`config.mk`:
```
export PLATFORM = sky130hd
export DESIGN_NAME = iri_fifo
export DESIGN_NICKNAME = d
export VERILOG_FILES = /design/src/hw/rtl/iri_pkg.sv /design/src/hw/rtl/iri_fifo.sv
export SDC_FILE = /design/constraint.sdc
export NUM_CORES = 1
export LEC_CHECK = 0
export BUFFER_PORTS_ARGS = -buffer_cell sky130_fd_sc_hd__clkbuf_2
export CAP_MARGIN = 5
export CORE_ASPECT_RATIO = 0.9
export CORE_UTILIZATION = 43
export CTS_CLUSTER_DIAMETER = 200
export DETAILED_ROUTE_END_ITERATION = 8
export GPL_ROUTABILITY_DRIVEN = 0
export PLACE_DENSITY_LB_ADDON = 0.3
export SETUP_SLACK_MARGIN = 0.3
export SLEW_MARGIN = 0
export SYNTH_ARGS = -nofsm -noshare
export SYNTH_HDL_FRONTEND = slang
export SYNTH_SLANG_ARGS = --single-unit
```
`constraint.sdc`:
```
create_clock -name i_clk -period 2.66 [get_ports i_clk]
set_input_delay 0.399 -clock i_clk [delete_from_list [all_inputs] [get_ports i_clk]]
set_output_delay 0.399 -clock i_clk [all_outputs]
set_load 0.03 [all_outputs]
```
`src/hw/rtl/iri_pkg.sv`:
```
// Shared constants and types for the image resize interpolator.
// Field widths, configuration register indexes and queue entry kind codes.
// No dependencies.
`default_nettype none

package iri_pkg;

    localparam int COORD_W     = 12;
    localparam int STEP_W      = 25;
    localparam int DIM_W       = 9;
    localparam int FRAC_W      = 16;
    localparam int IN_PIX_W    = 8;
    localparam int OUT_PIX_W   = 8;
    localparam int CFG_IDX_W   = 3;
    localparam int CFG_DATA_W  = 25;
    localparam int QUEUE_DEPTH = 4;

    // configuration register indexes
    localparam logic [CFG_IDX_W-1:0] CFG_RESIZE_MODE   = 3'd0;
    localparam logic [CFG_IDX_W-1:0] CFG_SOURCE_WIDTH  = 3'd1;
    localparam logic [CFG_IDX_W-1:0] CFG_SOURCE_HEIGHT = 3'd2;
    localparam logic [CFG_IDX_W-1:0] CFG_COLUMN_STEP   = 3'd3;
    localparam logic [CFG_IDX_W-1:0] CFG_ROW_STEP      = 3'd4;

    localparam logic MODE_NEAREST  = 1'b0;
    localparam logic MODE_BILINEAR = 1'b1;

    localparam logic REQ_LOAD    = 1'b0;
    localparam logic REQ_COMPUTE = 1'b1;

    localparam logic              RST_MODE = MODE_BILINEAR;
    localparam logic [DIM_W-1:0]  RST_DIM  = 9'd256;
    localparam logic [STEP_W-1:0] RST_STEP = 25'd65536;

    // unity weight in 1.16 fixed point, one bit wider than a fraction
    localparam logic [FRAC_W:0] FRAC_ONE = 17'h10000;

    typedef logic [1:0] t_kind;

    localparam t_kind KIND_LOAD      = 2'd0;
    localparam t_kind KIND_COMPUTE   = 2'd1;
    localparam t_kind KIND_RANGE_ERR = 2'd2;

endpackage

`default_nettype wire

```
`src/hw/rtl/iri_fifo.sv`:
```
// Short entry queue between the front end and the back end.
// Register array with read and write pointers and an occupancy count.
// Depends on iri_pkg.
`default_nettype none

module iri_fifo #(
    parameter int WIDTH = 64
) (
    input  logic             i_clk,
    input  logic             i_rst_n,
    input  logic             i_push,
    input  logic [WIDTH-1:0] i_data,
    input  logic             i_pop,
    output logic [WIDTH-1:0] o_head,
    output logic             o_full,
    output logic             o_empty
);

    localparam int DEPTH = iri_pkg::QUEUE_DEPTH;
    localparam int PW    = $clog2(DEPTH);
    localparam int CW    = $clog2(DEPTH + 1);

    logic [WIDTH-1:0] r_mem [DEPTH];
    logic [PW-1:0]    r_wp;
    logic [PW-1:0]    r_rp;
    logic [CW-1:0]    r_cnt;
    logic             do_push;
    logic             do_pop;

    assign o_full  = (r_cnt == CW'(DEPTH));
    assign o_empty = (r_cnt == '0);
    assign do_push = i_push && !o_full;
    assign do_pop  = i_pop && !o_empty;
    assign o_head  = r_mem[r_rp];

    always_ff @(posedge i_clk) begin
        if (!i_rst_n) begin
            r_wp  <= '0;
            r_rp  <= '0;
            r_cnt <= '0;
        end else begin
            if (do_push) begin
                r_wp <= (r_wp == PW'(DEPTH - 1)) ? '0 : r_wp + PW'(1);
            end
            if (do_pop) begin
                r_rp <= (r_rp == PW'(DEPTH - 1)) ? '0 : r_rp + PW'(1);
            end
            if (do_push && !do_pop) begin
                r_cnt <= r_cnt + CW'(1);
            end else if (do_pop && !do_push) begin
                r_cnt <= r_cnt - CW'(1);
            end
        end
    end

    always_ff @(posedge i_clk) begin
        if (do_push) begin
            r_mem[r_wp] <= i_data;
        end
    end

endmodule

`default_nettype wire

```
# Word level (Yosys, flattened, before mapping)
# Memories as Yosys holds them, arrays and structs flattened. A register that Yosys moved wholly into a read port is not among the register bits.
# Cells that the tools add are included.
# totals
regBits,7
mem_bits_rw,256
in_bits,68
out_inout_bits,66
word_cells,29
mem_count,1
# mem_list
name,depth,width,read_ports,rd_ports_with_merged_regs,write_ports,line_no,rtl
r_mem,4,64,1,1,1,iri_fifo.sv:23,logic [WIDTH-1:0] r_mem [DEPTH];
# classes
addsub,4
eq_ne,3
n_mux,8
reduce_logical,10
# ops
operator,n
2-bit two-way mux,4
3-bit two-way mux,2
2-bit by 1-bit adder with 2-bit output (second input constant),2
2-bit == test (second input constant),2
1-bit logical AND,4
1-bit logical NOT,4
3-bit by 1-bit adder with 3-bit output (second input constant),1
3-bit == test (second input constant),1
3-bit logical NOT,1
3-bit by 1-bit subtractor with 3-bit output (second input constant),1
1-bit two-way mux,2
2-bit nonzero test,1

# Longest topological paths before layout
# depth
word_depth,7
mapped_depth,9
mapped_depth_nobuf,8

# Worst setup path before layout
# Ideal clock, no wire load.
# synth_path
path_type,reg2reg
startpoint,register r_cnt[0]
endpoint,"memory r_mem[0][0], enable pin"
setup_time_ps,429
t_arrival_ps,2370
required_time_ps,2231
slack_ps,-138
path_stages_with_launch,5
path_buffers,1
period_less_slack_ps,2798
path_cell_list,dfxtp_1 > nor3b_2 > nor2b_1 > buf_2 > and2_1
# synth_via
elab_chain_len,5
# synth_rtl
element,line_no,rtl
start: declaration,iri_fifo.sv:26,logic [CW-1:0] r_cnt;
start signal: assignment,iri_fifo.sv:49,r_cnt <= r_cnt + CW'(1);
start signal: assignment,iri_fifo.sv:51,r_cnt <= r_cnt - CW'(1);
3-bit == test,iri_fifo.sv:30,assign o_full = (r_cnt == CW'(DEPTH));
net o_full,iri_fifo.sv:15,"output logic o_full,"
1-bit logical NOT,iri_fifo.sv:32,assign do_push = i_push && !o_full;
1-bit logical AND,iri_fifo.sv:32,
net do_push,iri_fifo.sv:27,logic do_push;
1-bit two-way mux,iri_fifo.sv:57,if (do_push) begin
1-bit two-way mux (implied by the code),iri_fifo.sv:58,r_mem[r_wp] <= i_data;
end: declaration,iri_fifo.sv:23,
# The timed path passes the listed nets, and every way through them passes these cells.

==> results by group <==
Route
  • Uppermost layer routed: met4
  • Post-DRT Antenna Nets: 0
  • Via density: 5.18
  • Met3 routed WL: 1050 um
  • Initial DRC Count: 308
  • DR WL met2: 8680 um
  • Met1 WL: 7780 um
  • Wirelength per Cell: 20.7 um
  • WL final: 17900 um
  • Drt pass-1 iters: 4
  • Via Count: 4482
  • DRC: 0

Global route
  • First-pass GRT wire length: 27800 um
  • Total gr overflow: 0
  • Vias in the first global route: 4980
  • GRT Util Overall: 15.5%
  • Pin count of the biggest net entering global routing: 38
  • Initial antenna violation count: 0

Die
  • Width of the die: 161 um
  • Die H: 145 um
  • Ports: 134
  • Die area: 23400 um^2
  • Initial Utilization: 44.6%
  • Row cnt: 51
  • Placeable Area: 22000 um^2

Timing
  • Setup TNS: 0 ns
  • FMAX: 425 MHz
  • Clock skew: 0.00901 ns
  • Slew @ Worst Pin: 0.572 ns
  • Min cycle time layout: 2.35 ns
  • Final setup violation count: 0
  • Worst slew margin: 61.9%
  • Final period util: 88.5%
  • Final-report hold violation count: 0
  • RSZ-0062 raised after global routing: true
  • Max Transition Viols Final: 0
  • Min Hold Slack: 0.0880 ns

Yosys
  • Synth Instances: 385
  • Post-synth cell types: 26
  • Avg Inst Size Synth: 25.4 um^2
  • Cell Area, Synth: 9790 um^2
  • Syn Nets: 460
  • Sequential cell area fraction in the yosys report: 80.4%
  • Synthesis Warnings: 0
  • Yosys reg bits: 265

Layout
  • Most frequent cells in the layout: 256 x edfxtp_1, 105 x clkbuf_2, 60 x mux4_2, 30 x clkbuf_16, 16 x buf_4
  • # nets final: 628
  • Cell area after layout: 12000 um^2
  • Fin util: 54.5%
  • Layout cells sized above 1: 45.8%
  • Area delta synth->final: 22.2%
  • Most common cell after layout, fill and taps aside: edfxtp_1
  • Fill count: 1695
  • Diodes inserted: 0

Placed design
  • Post-detail-place hpwl: 10300 um
  • Placed instance area: 10800 um^2
  • I/O Buffers: 133

Worst hold path
  • Min-Delay Path Class: in -> reg
  • Hold path cells: 1

Setup path
  • Setup crit end: o_head[55]
  • Crit path DAT: 1.96 ns
  • Reg2reg end: r_cnt[2]$_SDFFE_PN0P_
  • Reg2Reg Launch Point: r_cnt[1]$_SDFFE_PN0P_
  • Reg2reg setup slack: 0.42 ns
  • Worst setup EP type: primary output
  • Worst r2r path cells: 7
  • Critical Path RT: 2.26 ns
  • Critical path peak fanout: 9
  • Kind of critical path: reg -> out
  • Startpoint Class: flip-flop

CTS
  • CTS tree: done
  • CTS hold repair buffers: 0
  • H-tree depth: 1
  • Cts bufs inserted: 27
  • Clock Path Buffers: 3
  • Root Buffer: clkbuf_16
  • Clk slew on worst S/H paths: 0.06 ns
  • Worst-skew pair later-pin latency: 0.52 ns
  • CTS sink count: 265

Power
  • Int Power: 8.82 mW
  • Overall Power: 12.5 mW
  • Switching share of power: 29.5%
  • Clk pwr share: 29.9%
  • Leakage: 4.08 nW
  • Pwr dens: 1050 nW/um^2
  • Combinational share of power: 28.3%
  • Net Sw Power: 3.69 mW
  • Peak supply drop: 501 uV
  • Seq pwr share: 41.8%

Run
  • Max Cap Viol: 0

Run status
  • Status: complete, no violations
## logic make-up (layout without fill, tap and decap cells)
logic type,Yosys count,count (layout),synth area share (%)
mux,67,67,15.2
compound gates,5,5,0.307
simple gates,20,20,1.10
buf+inv,19,208,1.90
fa+ha+maj,7,7,0.971
flops,265,265,80.4
xor+xnor,2,2,0.179
## final cells by class
cell class                      count  area [um^2]  area share (%)
Inverter                            3         11.3          0.0941
Timing Repair Buffer              155         1070            8.94
Multi-Input combinational cell    101         1750            14.6
Clock inverter                     12          140            1.17
Tap cell                          291          364            3.04
Clock buffer                       38          747            6.24
Sequential cell                   265         7880            65.9
## power by group through the flow
stage / sequential [mW] / clock [mW] / combinational [mW]
detailed placement: 5.35 / 0 / 3.19
CTS: 5.24 / 3.83 / 3.25
global route: 5.28 / 3.97 / 3.74
global placement: 5.31 / 0 / 3.14
finish: 5.23 / 3.74 / 3.53
floorplan: 5.26 / 0 / 2.43
## metal layers
layer | GRT usage, % | vias up
met5 | 0 | -
met4 | 4.01 | 0
met3 | 3.03 | 28
met2 | 25.8 | 153
met1 | 20.9 | 2314
li1 | - | 1987
## worst min-delay path by stage
stage	end	startpoint	slack, ns
global route	r_mem[2][1]$_DFFE_PP_	i_data[1]	0.08
floorplan	r_wp[1]$_SDFFE_PN0P_	r_wp[1]$_SDFFE_PN0P_	0.47
finish	r_mem[0][8]$_DFFE_PP_	i_data[8]	0.09
detailed placement	r_wp[1]$_SDFFE_PN0P_	r_wp[1]$_SDFFE_PN0P_	0.51
global placement	r_wp[1]$_SDFFE_PN0P_	r_wp[1]$_SDFFE_PN0P_	0.48
CTS	r_mem[2][8]$_DFFE_PP_	i_data[8]	0.07
## cell usage after synthesis, drive strengths merged
| cell type | count | share of area, % |
|---|---|---|
| xnor2 | 1 | 0.089 |
| o21ai | 3 | 0.15 |
| and2 | 5 | 0.32 |
| mux4 | 64 | 15 |
| nor3 | 1 | 0.051 |
| a21boi | 1 | 0.077 |
| inv | 3 | 0.12 |
| buf | 14 | 1.7 |
| clkbuf | 2 | 0.089 |
| nor3b | 1 | 0.13 |
| nand2 | 6 | 0.23 |
| or3 | 1 | 0.064 |
| fa | 1 | 0.20 |
| nor2 | 2 | 0.077 |
| o31ai | 1 | 0.077 |
| ha | 6 | 0.77 |
| dfxtp | 9 | 1.8 |
| edfxtp | 256 | 79 |
| nand3 | 2 | 0.10 |
| xor2 | 1 | 0.089 |
| nor2b | 2 | 0.13 |
| mux2i | 3 | 0.31 |
## through the flow
step           setup WS [ns]  instances
4_1_cts                0.249        858
3_3_place_gp           0.461        807
5_1_grt                0.246        865
2_1_floorplan          0.548        385
6_report               0.306        865
3_5_place_dp           0.276        807
## state kept, by name (all words and copies together), names as in the netlist, named ones only
register  cells
r_cnt         3
r_rp          2
r_mem       256
r_wp          2
## critical path, cell delays in order (launching register included)
cell and delay [ns]:
dfxtp_4 0.39, buf_4 0.13, buf_12 0.14, mux4_1 0.57, buf_4 0.19
## what timing repair did
| action | in CTS | in global routing |
|---|---|---|
| endpoints found under the setup margin | 57 | 41 |
| buffers inserted | 1 | 3 |
| gates cloned | 0 | 4 |
| gates resized for setup | 3 | 83 |
(Power assumes the default switching activity.)
