===== src/hw/rtl/iri_pkg.sv =====
// Shared constants and types for the image resize interpolator.
// Field widths, configuration register indexes and queue entry kind codes.
// No dependencies.
`default_nettype none

package iri_pkg;

    localparam int COORD_W     = 12;
    localparam int STEP_W      = 25;
    localparam int DIM_W       = 9;
    localparam int FRAC_W      = 16;
    localparam int IN_PIX_W    = 8;
    localparam int OUT_PIX_W   = 8;
    localparam int CFG_IDX_W   = 3;
    localparam int CFG_DATA_W  = 25;
    localparam int QUEUE_DEPTH = 4;

    // configuration register indexes
    localparam logic [CFG_IDX_W-1:0] CFG_RESIZE_MODE   = 3'd0;
    localparam logic [CFG_IDX_W-1:0] CFG_SOURCE_WIDTH  = 3'd1;
    localparam logic [CFG_IDX_W-1:0] CFG_SOURCE_HEIGHT = 3'd2;
    localparam logic [CFG_IDX_W-1:0] CFG_COLUMN_STEP   = 3'd3;
    localparam logic [CFG_IDX_W-1:0] CFG_ROW_STEP      = 3'd4;

    localparam logic MODE_NEAREST  = 1'b0;
    localparam logic MODE_BILINEAR = 1'b1;

    localparam logic REQ_LOAD    = 1'b0;
    localparam logic REQ_COMPUTE = 1'b1;

    localparam logic              RST_MODE = MODE_BILINEAR;
    localparam logic [DIM_W-1:0]  RST_DIM  = 9'd256;
    localparam logic [STEP_W-1:0] RST_STEP = 25'd65536;

    // unity weight in 1.16 fixed point, one bit wider than a fraction
    localparam logic [FRAC_W:0] FRAC_ONE = 17'h10000;

    typedef logic [1:0] t_kind;

    localparam t_kind KIND_LOAD      = 2'd0;
    localparam t_kind KIND_COMPUTE   = 2'd1;
    localparam t_kind KIND_RANGE_ERR = 2'd2;

endpackage

`default_nettype wire


===== src/hw/rtl/iri_front.sv =====
// Front end: configuration registers, input acceptance and item classification.
// Projects output coordinates into source space and builds queue entries.
// Depends on iri_pkg.
`default_nettype none

module iri_front #(
    parameter int MAX_DIM    = 256,
    parameter int PIXEL_BITS = 8,
    localparam int AW    = $clog2(MAX_DIM),
    localparam int ENT_W = $bits(iri_pkg::t_kind) + 4 * AW + 2 * iri_pkg::FRAC_W + PIXEL_BITS
) (
    input  logic                            i_clk,
    input  logic                            i_rst_n,
    input  logic                            i_cfg_valid,
    input  logic [iri_pkg::CFG_IDX_W-1:0]   i_cfg_index,
    input  logic [iri_pkg::CFG_DATA_W-1:0]  i_cfg_data,
    input  logic                            i_in_valid,
    output logic                            o_in_ready,
    input  logic                            i_req_type,
    input  logic [iri_pkg::COORD_W-1:0]     i_row_index,
    input  logic [iri_pkg::COORD_W-1:0]     i_col_index,
    input  logic [iri_pkg::IN_PIX_W-1:0]    i_pixel_in,
    output logic                            o_push,
    output logic [ENT_W-1:0]                o_entry,
    input  logic                            i_full
);

    localparam int POS_W   = iri_pkg::COORD_W + iri_pkg::STEP_W;
    localparam int FLOOR_W = POS_W - iri_pkg::FRAC_W;
    localparam int MD_W    = $clog2(MAX_DIM + 1);
    localparam int EDW     = (MD_W > iri_pkg::DIM_W) ? MD_W : iri_pkg::DIM_W;
    localparam int LW      = iri_pkg::COORD_W + 1;

    typedef struct packed {
        iri_pkg::t_kind                kind;
        logic [AW-1:0]                 row_lo;
        logic [AW-1:0]                 row_hi;
        logic [AW-1:0]                 col_lo;
        logic [AW-1:0]                 col_hi;
        logic [iri_pkg::FRAC_W-1:0]    frac_row;
        logic [iri_pkg::FRAC_W-1:0]    frac_col;
        logic [PIXEL_BITS-1:0]         pixel;
    } t_entry;

    logic                             r_mode;
    logic [iri_pkg::DIM_W-1:0]        r_src_w;
    logic [iri_pkg::DIM_W-1:0]        r_src_h;
    logic [iri_pkg::STEP_W-1:0]       r_col_step;
    logic [iri_pkg::STEP_W-1:0]       r_row_step;

    logic                             r_vld;
    logic                             r_req;
    logic [iri_pkg::COORD_W-1:0]      r_row;
    logic [iri_pkg::COORD_W-1:0]      r_col;
    logic [iri_pkg::IN_PIX_W-1:0]     r_pix;
    logic [POS_W-1:0]                 r_py;
    logic [POS_W-1:0]                 r_px;

    logic                             accept;
    logic                             advance;
    logic [EDW-1:0]                   eff_w;
    logic [EDW-1:0]                   eff_h;
    logic [FLOOR_W-1:0]               floor_y;
    logic [FLOOR_W-1:0]               floor_x;
    logic [iri_pkg::FRAC_W-1:0]       frac_y;
    logic [iri_pkg::FRAC_W-1:0]       frac_x;
    logic                             range_err;
    logic                             blend_y;
    logic                             blend_x;
    logic                             load_ok;
    t_entry                           ent;

    // configuration registers
    always_ff @(posedge i_clk) begin
        if (!i_rst_n) begin
            r_mode     <= iri_pkg::RST_MODE;
            r_src_w    <= iri_pkg::RST_DIM;
            r_src_h    <= iri_pkg::RST_DIM;
            r_col_step <= iri_pkg::RST_STEP;
            r_row_step <= iri_pkg::RST_STEP;
        end else if (i_cfg_valid) begin
            unique case (i_cfg_index)
                iri_pkg::CFG_RESIZE_MODE:   r_mode     <= i_cfg_data[0];
                iri_pkg::CFG_SOURCE_WIDTH:  r_src_w    <= i_cfg_data[iri_pkg::DIM_W-1:0];
                iri_pkg::CFG_SOURCE_HEIGHT: r_src_h    <= i_cfg_data[iri_pkg::DIM_W-1:0];
                iri_pkg::CFG_COLUMN_STEP:   r_col_step <= i_cfg_data[iri_pkg::STEP_W-1:0];
                iri_pkg::CFG_ROW_STEP:      r_row_step <= i_cfg_data[iri_pkg::STEP_W-1:0];
                default: ;
            endcase
        end
    end

    assign o_in_ready = !r_vld || !i_full;
    assign accept     = i_in_valid && o_in_ready;
    assign advance    = r_vld && !i_full;

    always_ff @(posedge i_clk) begin
        if (!i_rst_n) begin
            r_vld <= 1'b0;
        end else if (accept) begin
            r_vld <= 1'b1;
        end else if (advance) begin
            r_vld <= 1'b0;
        end
    end

    // projection multiply happens on the way into the stage register
    always_ff @(posedge i_clk) begin
        if (accept) begin
            r_req <= i_req_type;
            r_row <= i_row_index;
            r_col <= i_col_index;
            r_pix <= i_pixel_in;
            r_py  <= POS_W'(i_row_index) * POS_W'(r_row_step);
            r_px  <= POS_W'(i_col_index) * POS_W'(r_col_step);
        end
    end

    always_comb begin
        eff_w = (EDW'(r_src_w) > EDW'(MAX_DIM)) ? EDW'(MAX_DIM) : EDW'(r_src_w);
        eff_h = (EDW'(r_src_h) > EDW'(MAX_DIM)) ? EDW'(MAX_DIM) : EDW'(r_src_h);

        floor_y = r_py[POS_W-1:iri_pkg::FRAC_W];
        floor_x = r_px[POS_W-1:iri_pkg::FRAC_W];
        frac_y  = r_py[iri_pkg::FRAC_W-1:0];
        frac_x  = r_px[iri_pkg::FRAC_W-1:0];

        range_err = (floor_y >= FLOOR_W'(eff_h)) || (floor_x >= FLOOR_W'(eff_w));

        // an axis blends only if its ceiling neighbor survives the clamp
        blend_y = (r_mode == iri_pkg::MODE_BILINEAR) && (frac_y != '0)
                  && ((floor_y + FLOOR_W'(1)) < FLOOR_W'(eff_h));
        blend_x = (r_mode == iri_pkg::MODE_BILINEAR) && (frac_x != '0)
                  && ((floor_x + FLOOR_W'(1)) < FLOOR_W'(eff_w));

        load_ok = ({1'b0, r_row} < LW'(MAX_DIM)) && ({1'b0, r_col} < LW'(MAX_DIM));

        ent.pixel = PIXEL_BITS'(r_pix);
        if (r_req == iri_pkg::REQ_LOAD) begin
            ent.kind     = iri_pkg::KIND_LOAD;
            ent.row_lo   = r_row[AW-1:0];
            ent.row_hi   = r_row[AW-1:0];
            ent.col_lo   = r_col[AW-1:0];
            ent.col_hi   = r_col[AW-1:0];
            ent.frac_row = '0;
            ent.frac_col = '0;
        end else begin
            ent.kind     = range_err ? iri_pkg::KIND_RANGE_ERR : iri_pkg::KIND_COMPUTE;
            ent.row_lo   = floor_y[AW-1:0];
            ent.row_hi   = blend_y ? AW'(floor_y[AW-1:0] + AW'(1)) : floor_y[AW-1:0];
            ent.col_lo   = floor_x[AW-1:0];
            ent.col_hi   = blend_x ? AW'(floor_x[AW-1:0] + AW'(1)) : floor_x[AW-1:0];
            ent.frac_row = blend_y ? frac_y : '0;
            ent.frac_col = blend_x ? frac_x : '0;
        end
    end

    // loads outside the store are dropped here
    assign o_push  = advance && ((r_req == iri_pkg::REQ_COMPUTE) || load_ok);
    assign o_entry = ent;

endmodule

`default_nettype wire


===== config.mk =====
export PLATFORM = sky130hd
export DESIGN_NAME = iri_front
export DESIGN_NICKNAME = d
export VERILOG_FILES = /design/src/hw/rtl/iri_pkg.sv /design/src/hw/rtl/iri_front.sv
export SDC_FILE = /design/constraint.sdc
export NUM_CORES = 2
export LEC_CHECK = 0
export BUFFER_PORTS_ARGS = -buffer_cell sky130_fd_sc_hd__buf_4
export CAP_MARGIN = 20
export CORE_MARGIN = 10
export CORE_UTILIZATION = 53
export CTS_BUF_LIST = sky130_fd_sc_hd__clkbuf_8
export DETAILED_ROUTE_END_ITERATION = 7
export GPL_TIMING_DRIVEN = 0
export PLACE_DENSITY = 0.76
export RECOVER_POWER = 50
export SLEW_MARGIN = 20
export SYNTH_ARGS = -nofsm -noshare
export SYNTH_HDL_FRONTEND = slang
export SYNTH_SLANG_ARGS = --single-unit

===== constraint.sdc =====
create_clock -name i_clk -period 8.1 [get_ports i_clk]
set_clock_uncertainty 0.1 [all_clocks]
set_input_delay 1.62 -clock i_clk [delete_from_list [all_inputs] [get_ports i_clk]]
set_output_delay 1.62 -clock i_clk [all_outputs]
set_load 0.02 [all_outputs]

# Word level (Yosys, flattened, before mapping)
# Index checks and enable logic that the tools add are counted.
# Widths: inputs -> output; s select.
[totals]
regBits = 177
latch_bits = 0
ramBits = 0
rom_bits = 0
output_inout_bits = 76
n_memories = 0
[classes]
n_addsub = 4
n_mul = 2
div_mod_pow = 0
magnitude_cmp = 8
n_eq_ne = 4
shifts = 0
mux = 10
bitwise = 0
n_reduce_logical = 22
[ops]
columns = ["op", "count"]
rows = [
  ["$mul 12x25->37", 2],
  ["$mux 66", 1],
  ["$add 21x1->21 const B", 2],
  ["$ge 21x9->1", 2],
  ["$lt 21x9->1", 2],
  ["$mux 16", 2],
  ["$reduce_bool 16->1", 2],
  ["$lt 12x9->1 const B", 2],
  ["$gt 9x9->1 const B", 2],
  ["$mux 9", 2],
  ["$add 8x1->8 const B", 2],
  ["$mux 8", 2],
  ["$reduce_and 2->1", 5],
  ["$logic_and 1x1->1", 8],
  ["$eq 3x2->1 const B", 2],
  ["$eq 3x1->1 const B", 1],
  ["$eq 3x3->1 const B", 1],
  ["$logic_not 3->1", 1],
  ["$logic_or 1x1->1", 3],
  ["$logic_not 1->1", 2],
  ["$mux 1", 2],
  ["$mux 2", 1],
  ["$reduce_bool 2->1", 1],
]

# Depth between registers and ports, before layout
[depth]
depth_word = 6
mapped_depth = 23

# Least setup slack after synthesis
# No wires, ideal clock.
[synth_timing]
path_kind = "input to register"
start = "input port i_row_index[5] in the netlist's numbering"
end = "register r_py[33], data pin"
setup_time_ns = 0.255
arrival_ns = 6.869
required_time_ns = 7.745
path_slack_ns = 0.876
path_stages = 20
n_path_buf = 2
path_cell_list = "clkbuf_1 > clkbuf_1 > nand2_1 > fa_1 > fa_1 > inv_1 > fa_1 > fa_1 > inv_1 > fa_1 > inv_1 > ha_1 > a21o_1 > a221oi_1 > o21a_1 > and4b_1 > o31ai_1 > a211o_1 > or4_1 > and3_1"
[synth_between]
elab_chain_len = 1
[synth_lines]
columns = ["element", "line", "text"]
rows = [
  ["from (decl)", "iri_front.sv:20", "input logic [iri_pkg::COORD_W-1:0] i_row_index,"],
  ["$mul 12x25->37", "iri_front.sv:114", "r_py <= POS_W'(i_row_index) * POS_W'(r_row_step);"],
  ["to (signal assigned)", "iri_front.sv:114", ""],
  ["to (decl)", "iri_front.sv:56", "logic [POS_W-1:0] r_py;"],
]
# No other way between the ends.
# A chain may end at the register's enable or synchronous reset.

# Worst setup path in the final report
[layout_timing]
start = "input port i_row_index[9] in the netlist's numbering"
end = "register r_py[33], data pin"
# The elaborated chain is that of the path after synthesis.

==> results.yml <==
run_status:
  status: "finished, violations left"
  failed_checks: "max-capacitance violations, max-slew violations"
logic_synthesis:
  syn_nets: 3727
  synthDistinctLibCells: 73
  ys_top_cells_by_count: "nand2_1, inv_1, fa_1, ha_1, and2_1"
  synth-edff-count: 107
  synth_top_area_cell: "fa_1"
  synth_top_area_frac: 0.341
  syn_inst: 3013
  yosysWarnings: 0
  yosysMostFrequentCell: "nand2_1"
  ys_seq_area_frac: 0.171
  avgSynthCellArea_sq_um: 8.96
  synth_area_leaders: "fa_1, edfxtp_1, ha_1, nand2_1, inv_1"
  ys.flop_type: "edfxtp_1"
  synth_area_sq_um: 27000
  ys_ff_latch: 177
  async_reset_ff_frac: 0
routing:
  via_per_inst: 5.52
  routed_wl_mm: 72.4
  dr.pass1.iters: 8
  drt-wirelength-per-cell_microns: 18.7
  drt-initial-drc-count: 1637
  drc_errors: 0
  postRouteAntennaNets: 0
  detailroute.via_count: 21300
floorplan:
  die_area_sq_um: 60400
  io_pins: 142
  initial_core_util: 0.537
  die_w_microns: 246
  rows: 82
  die_h_microns: 246
  core_region_area_sq_um: 50300
finish:
  final_area_sq_um: 29200
  fin_cells: 3862
  fill_cells: 4460
  final_nets: 3888
  utilization: 0.581
  area_growth_pct: 8.28
  drive_gt1_frac: 0.0615
clock_network:
  cts_sinks: 177
  clock-root-buffer: "clkbuf_8"
  h-tree-depth: 4
  post_cts_buffers: 0
  cts_hold_buffers: 0
  clk_path_buf_depth: 2
  cts_tree: "built"
  cts_made_buffers: 17
  insertion_delay_ns: 0.49
  clk_pin_slew_worst_paths_ns: 0.10
  post_cts_resized: 1
sta:
  period_share: 0.965
  slew_violations: 106
  relSlewSlack: -0.923
  rsz0062_at_grt: "no"
  whs_ns: 0.365
  period_minus_slack_ns: 7.82
  max_freq_ghz: 0.128
  fin_ws_ns: 0.283
  finalSetupViolCount: 0
  hold_viol_final: 0
  tightest_slew_ns: 2.88
min_path:
  holdCritPathClass: "reg -> reg"
placed_design:
  numPortBuffers: 139
  post-dp-hpwl_mm: 60.4
  place_ws_ns: -0.537
  placed_cells: 3826
  postPlaceCellArea_sq_um: 28900
  place_congestion: 0.919
grt:
  use_met1: 0.325
  grt_pass1_wl_mm: 115
  grt_max_degree: 56
  met3_usage: 0.0573
  busiest_layer: "met2"
  grt_use_total: 0.242
  grt_antenna_before_repair: 7
  met2_usage: 0.374
  first_global_vias: 21400
  overflow: 0
setup_path:
  crit_chain: "clkbuf_1 -> clkbuf_1 -> nand2_1 -> fa_1 -> fa_1 -> inv_1 -> fa_1 -> fa_1 -> inv_1 -> fa_1 -> inv_1 -> ha_1 -> a21o_1 -> a221oi_1 -> o21a_1 -> and4b_1 -> o31ai_1 -> a211o_1 -> or4_1 -> and3_1"
  crit_type: "in -> reg"
  crit_slowest_cell: "clkbuf_1"
  arrival_ns: 7.96
  crit_family: "adder cells"
  r2r_setup_slack_ns: 1.40
  path_buf_inv: 5
  worstSetupEndpointType: "register"
  crit_top_cell: "fa_1"
  critPathMaxStageDelay_ns: 0.58
  worstPathMaxFanout: 10
  cp.required_ns: 8.24
  startpoint_type: "input pin"
power_and_ir_drop:
  leakage_nw: 13.9
  peakVddDrop_mv: 0.103
  pwr_density_cell_nw_per_um2: 95.4
job:
  max_cap_violations: 2
## tightest hold or removal path, delay by kind of cell (launching register included)
family / cells / cell delay [ns]
AO/OA/AOI/OAI: 1 / 0.06
flip-flops: 1 / 0.32
AND/OR/NAND/NOR: 1 / 0.04
## where the power goes
part           switching (mW)  internal (mW)
clock network           0.356          0.279
registers              0.0693           1.04
logic                   0.647          0.396
total                    1.07           1.72
## cell type report
type,instances,area (sq um),share of cell area
multi-input combinational,2127,19700,0.674
clock inverter,15,158,0.00539
sequential,177,4610,0.158
timing repair buffer,142,983,0.0336
buffer,151,583,0.0199
antenna,3,7.51,0.000257
clock buffer,17,234,0.00801
inverter,558,2090,0.0717
tap,672,841,0.0288
## routing by layer
metal	part of all wire	wire (microns)
met1	0.41	29700
met2	0.45	32600
met3	0.10	7280
met4	0.037	2670
met5	0.00046	33
## path summary, 6_finish.rpt
path,startpoint,end,depth (start not counted)
min reg2reg,r_src_w[0]$_SDFFE_PN0P_,r_src_w[0]$_SDFFE_PN0P_,2
max,i_row_index[9],r_py[33]$_DFFE_PP_,20
min,r_src_w[0]$_SDFFE_PN0P_,r_src_w[0]$_SDFFE_PN0P_,2
max reg2reg,r_row_step[10]$_SDFFE_PN0P_,r_py[33]$_DFFE_PP_,19
## cell families after synthesis
kind of cell / synth area share
simple gates: 0.189
buf+inv: 0.0991
fa+ha+maj: 0.428
compound gates: 0.0762
flops: 0.171
xor+xnor: 0.0276
mux: 0.00853
## registers in the layout, summed over array words and instances (netlist names)
name,flops
r_px,37
r_py,37
r_col_step,25
r_row_step,25
r_col,12
r_row,12
r_src_h,9
r_src_w,9
r_pix,8
r_mode,1
r_req,1
r_vld,1
## layout by cell type (no fill, tap or decap), types with 14 or more instances in the layout
master,n
ha_1,188
xor2_1,25
clkbuf_1,166
nor3_1,15
o21a_1,18
and3_1,52
clkbuf_8,17
a31oi_1,17
inv_1,558
a21o_1,32
nor2b_1,14
nand4_1,21
a21boi_0,65
edfxtp_1,107
dfxtp_1,70
fa_1,460
and2_1,172
o21ai_0,29
xnor2_1,60
a21oi_1,69
mux2_2,16
nor4_1,19
buf_4,113
nor2_1,61
nand2_1,618
nand3_1,32
## metrics by stage
stage / power [mW] / setup TNS (ns)
final: 2.79 / 0
after global routing: 2.96 / 0
after CTS: 2.79 / 0
after detailed placement: 2.16 / -2.84
after global placement: 2.14 / -2.22
after floorplan: 1.82 / 0
(Power assumes the default switching activity.)
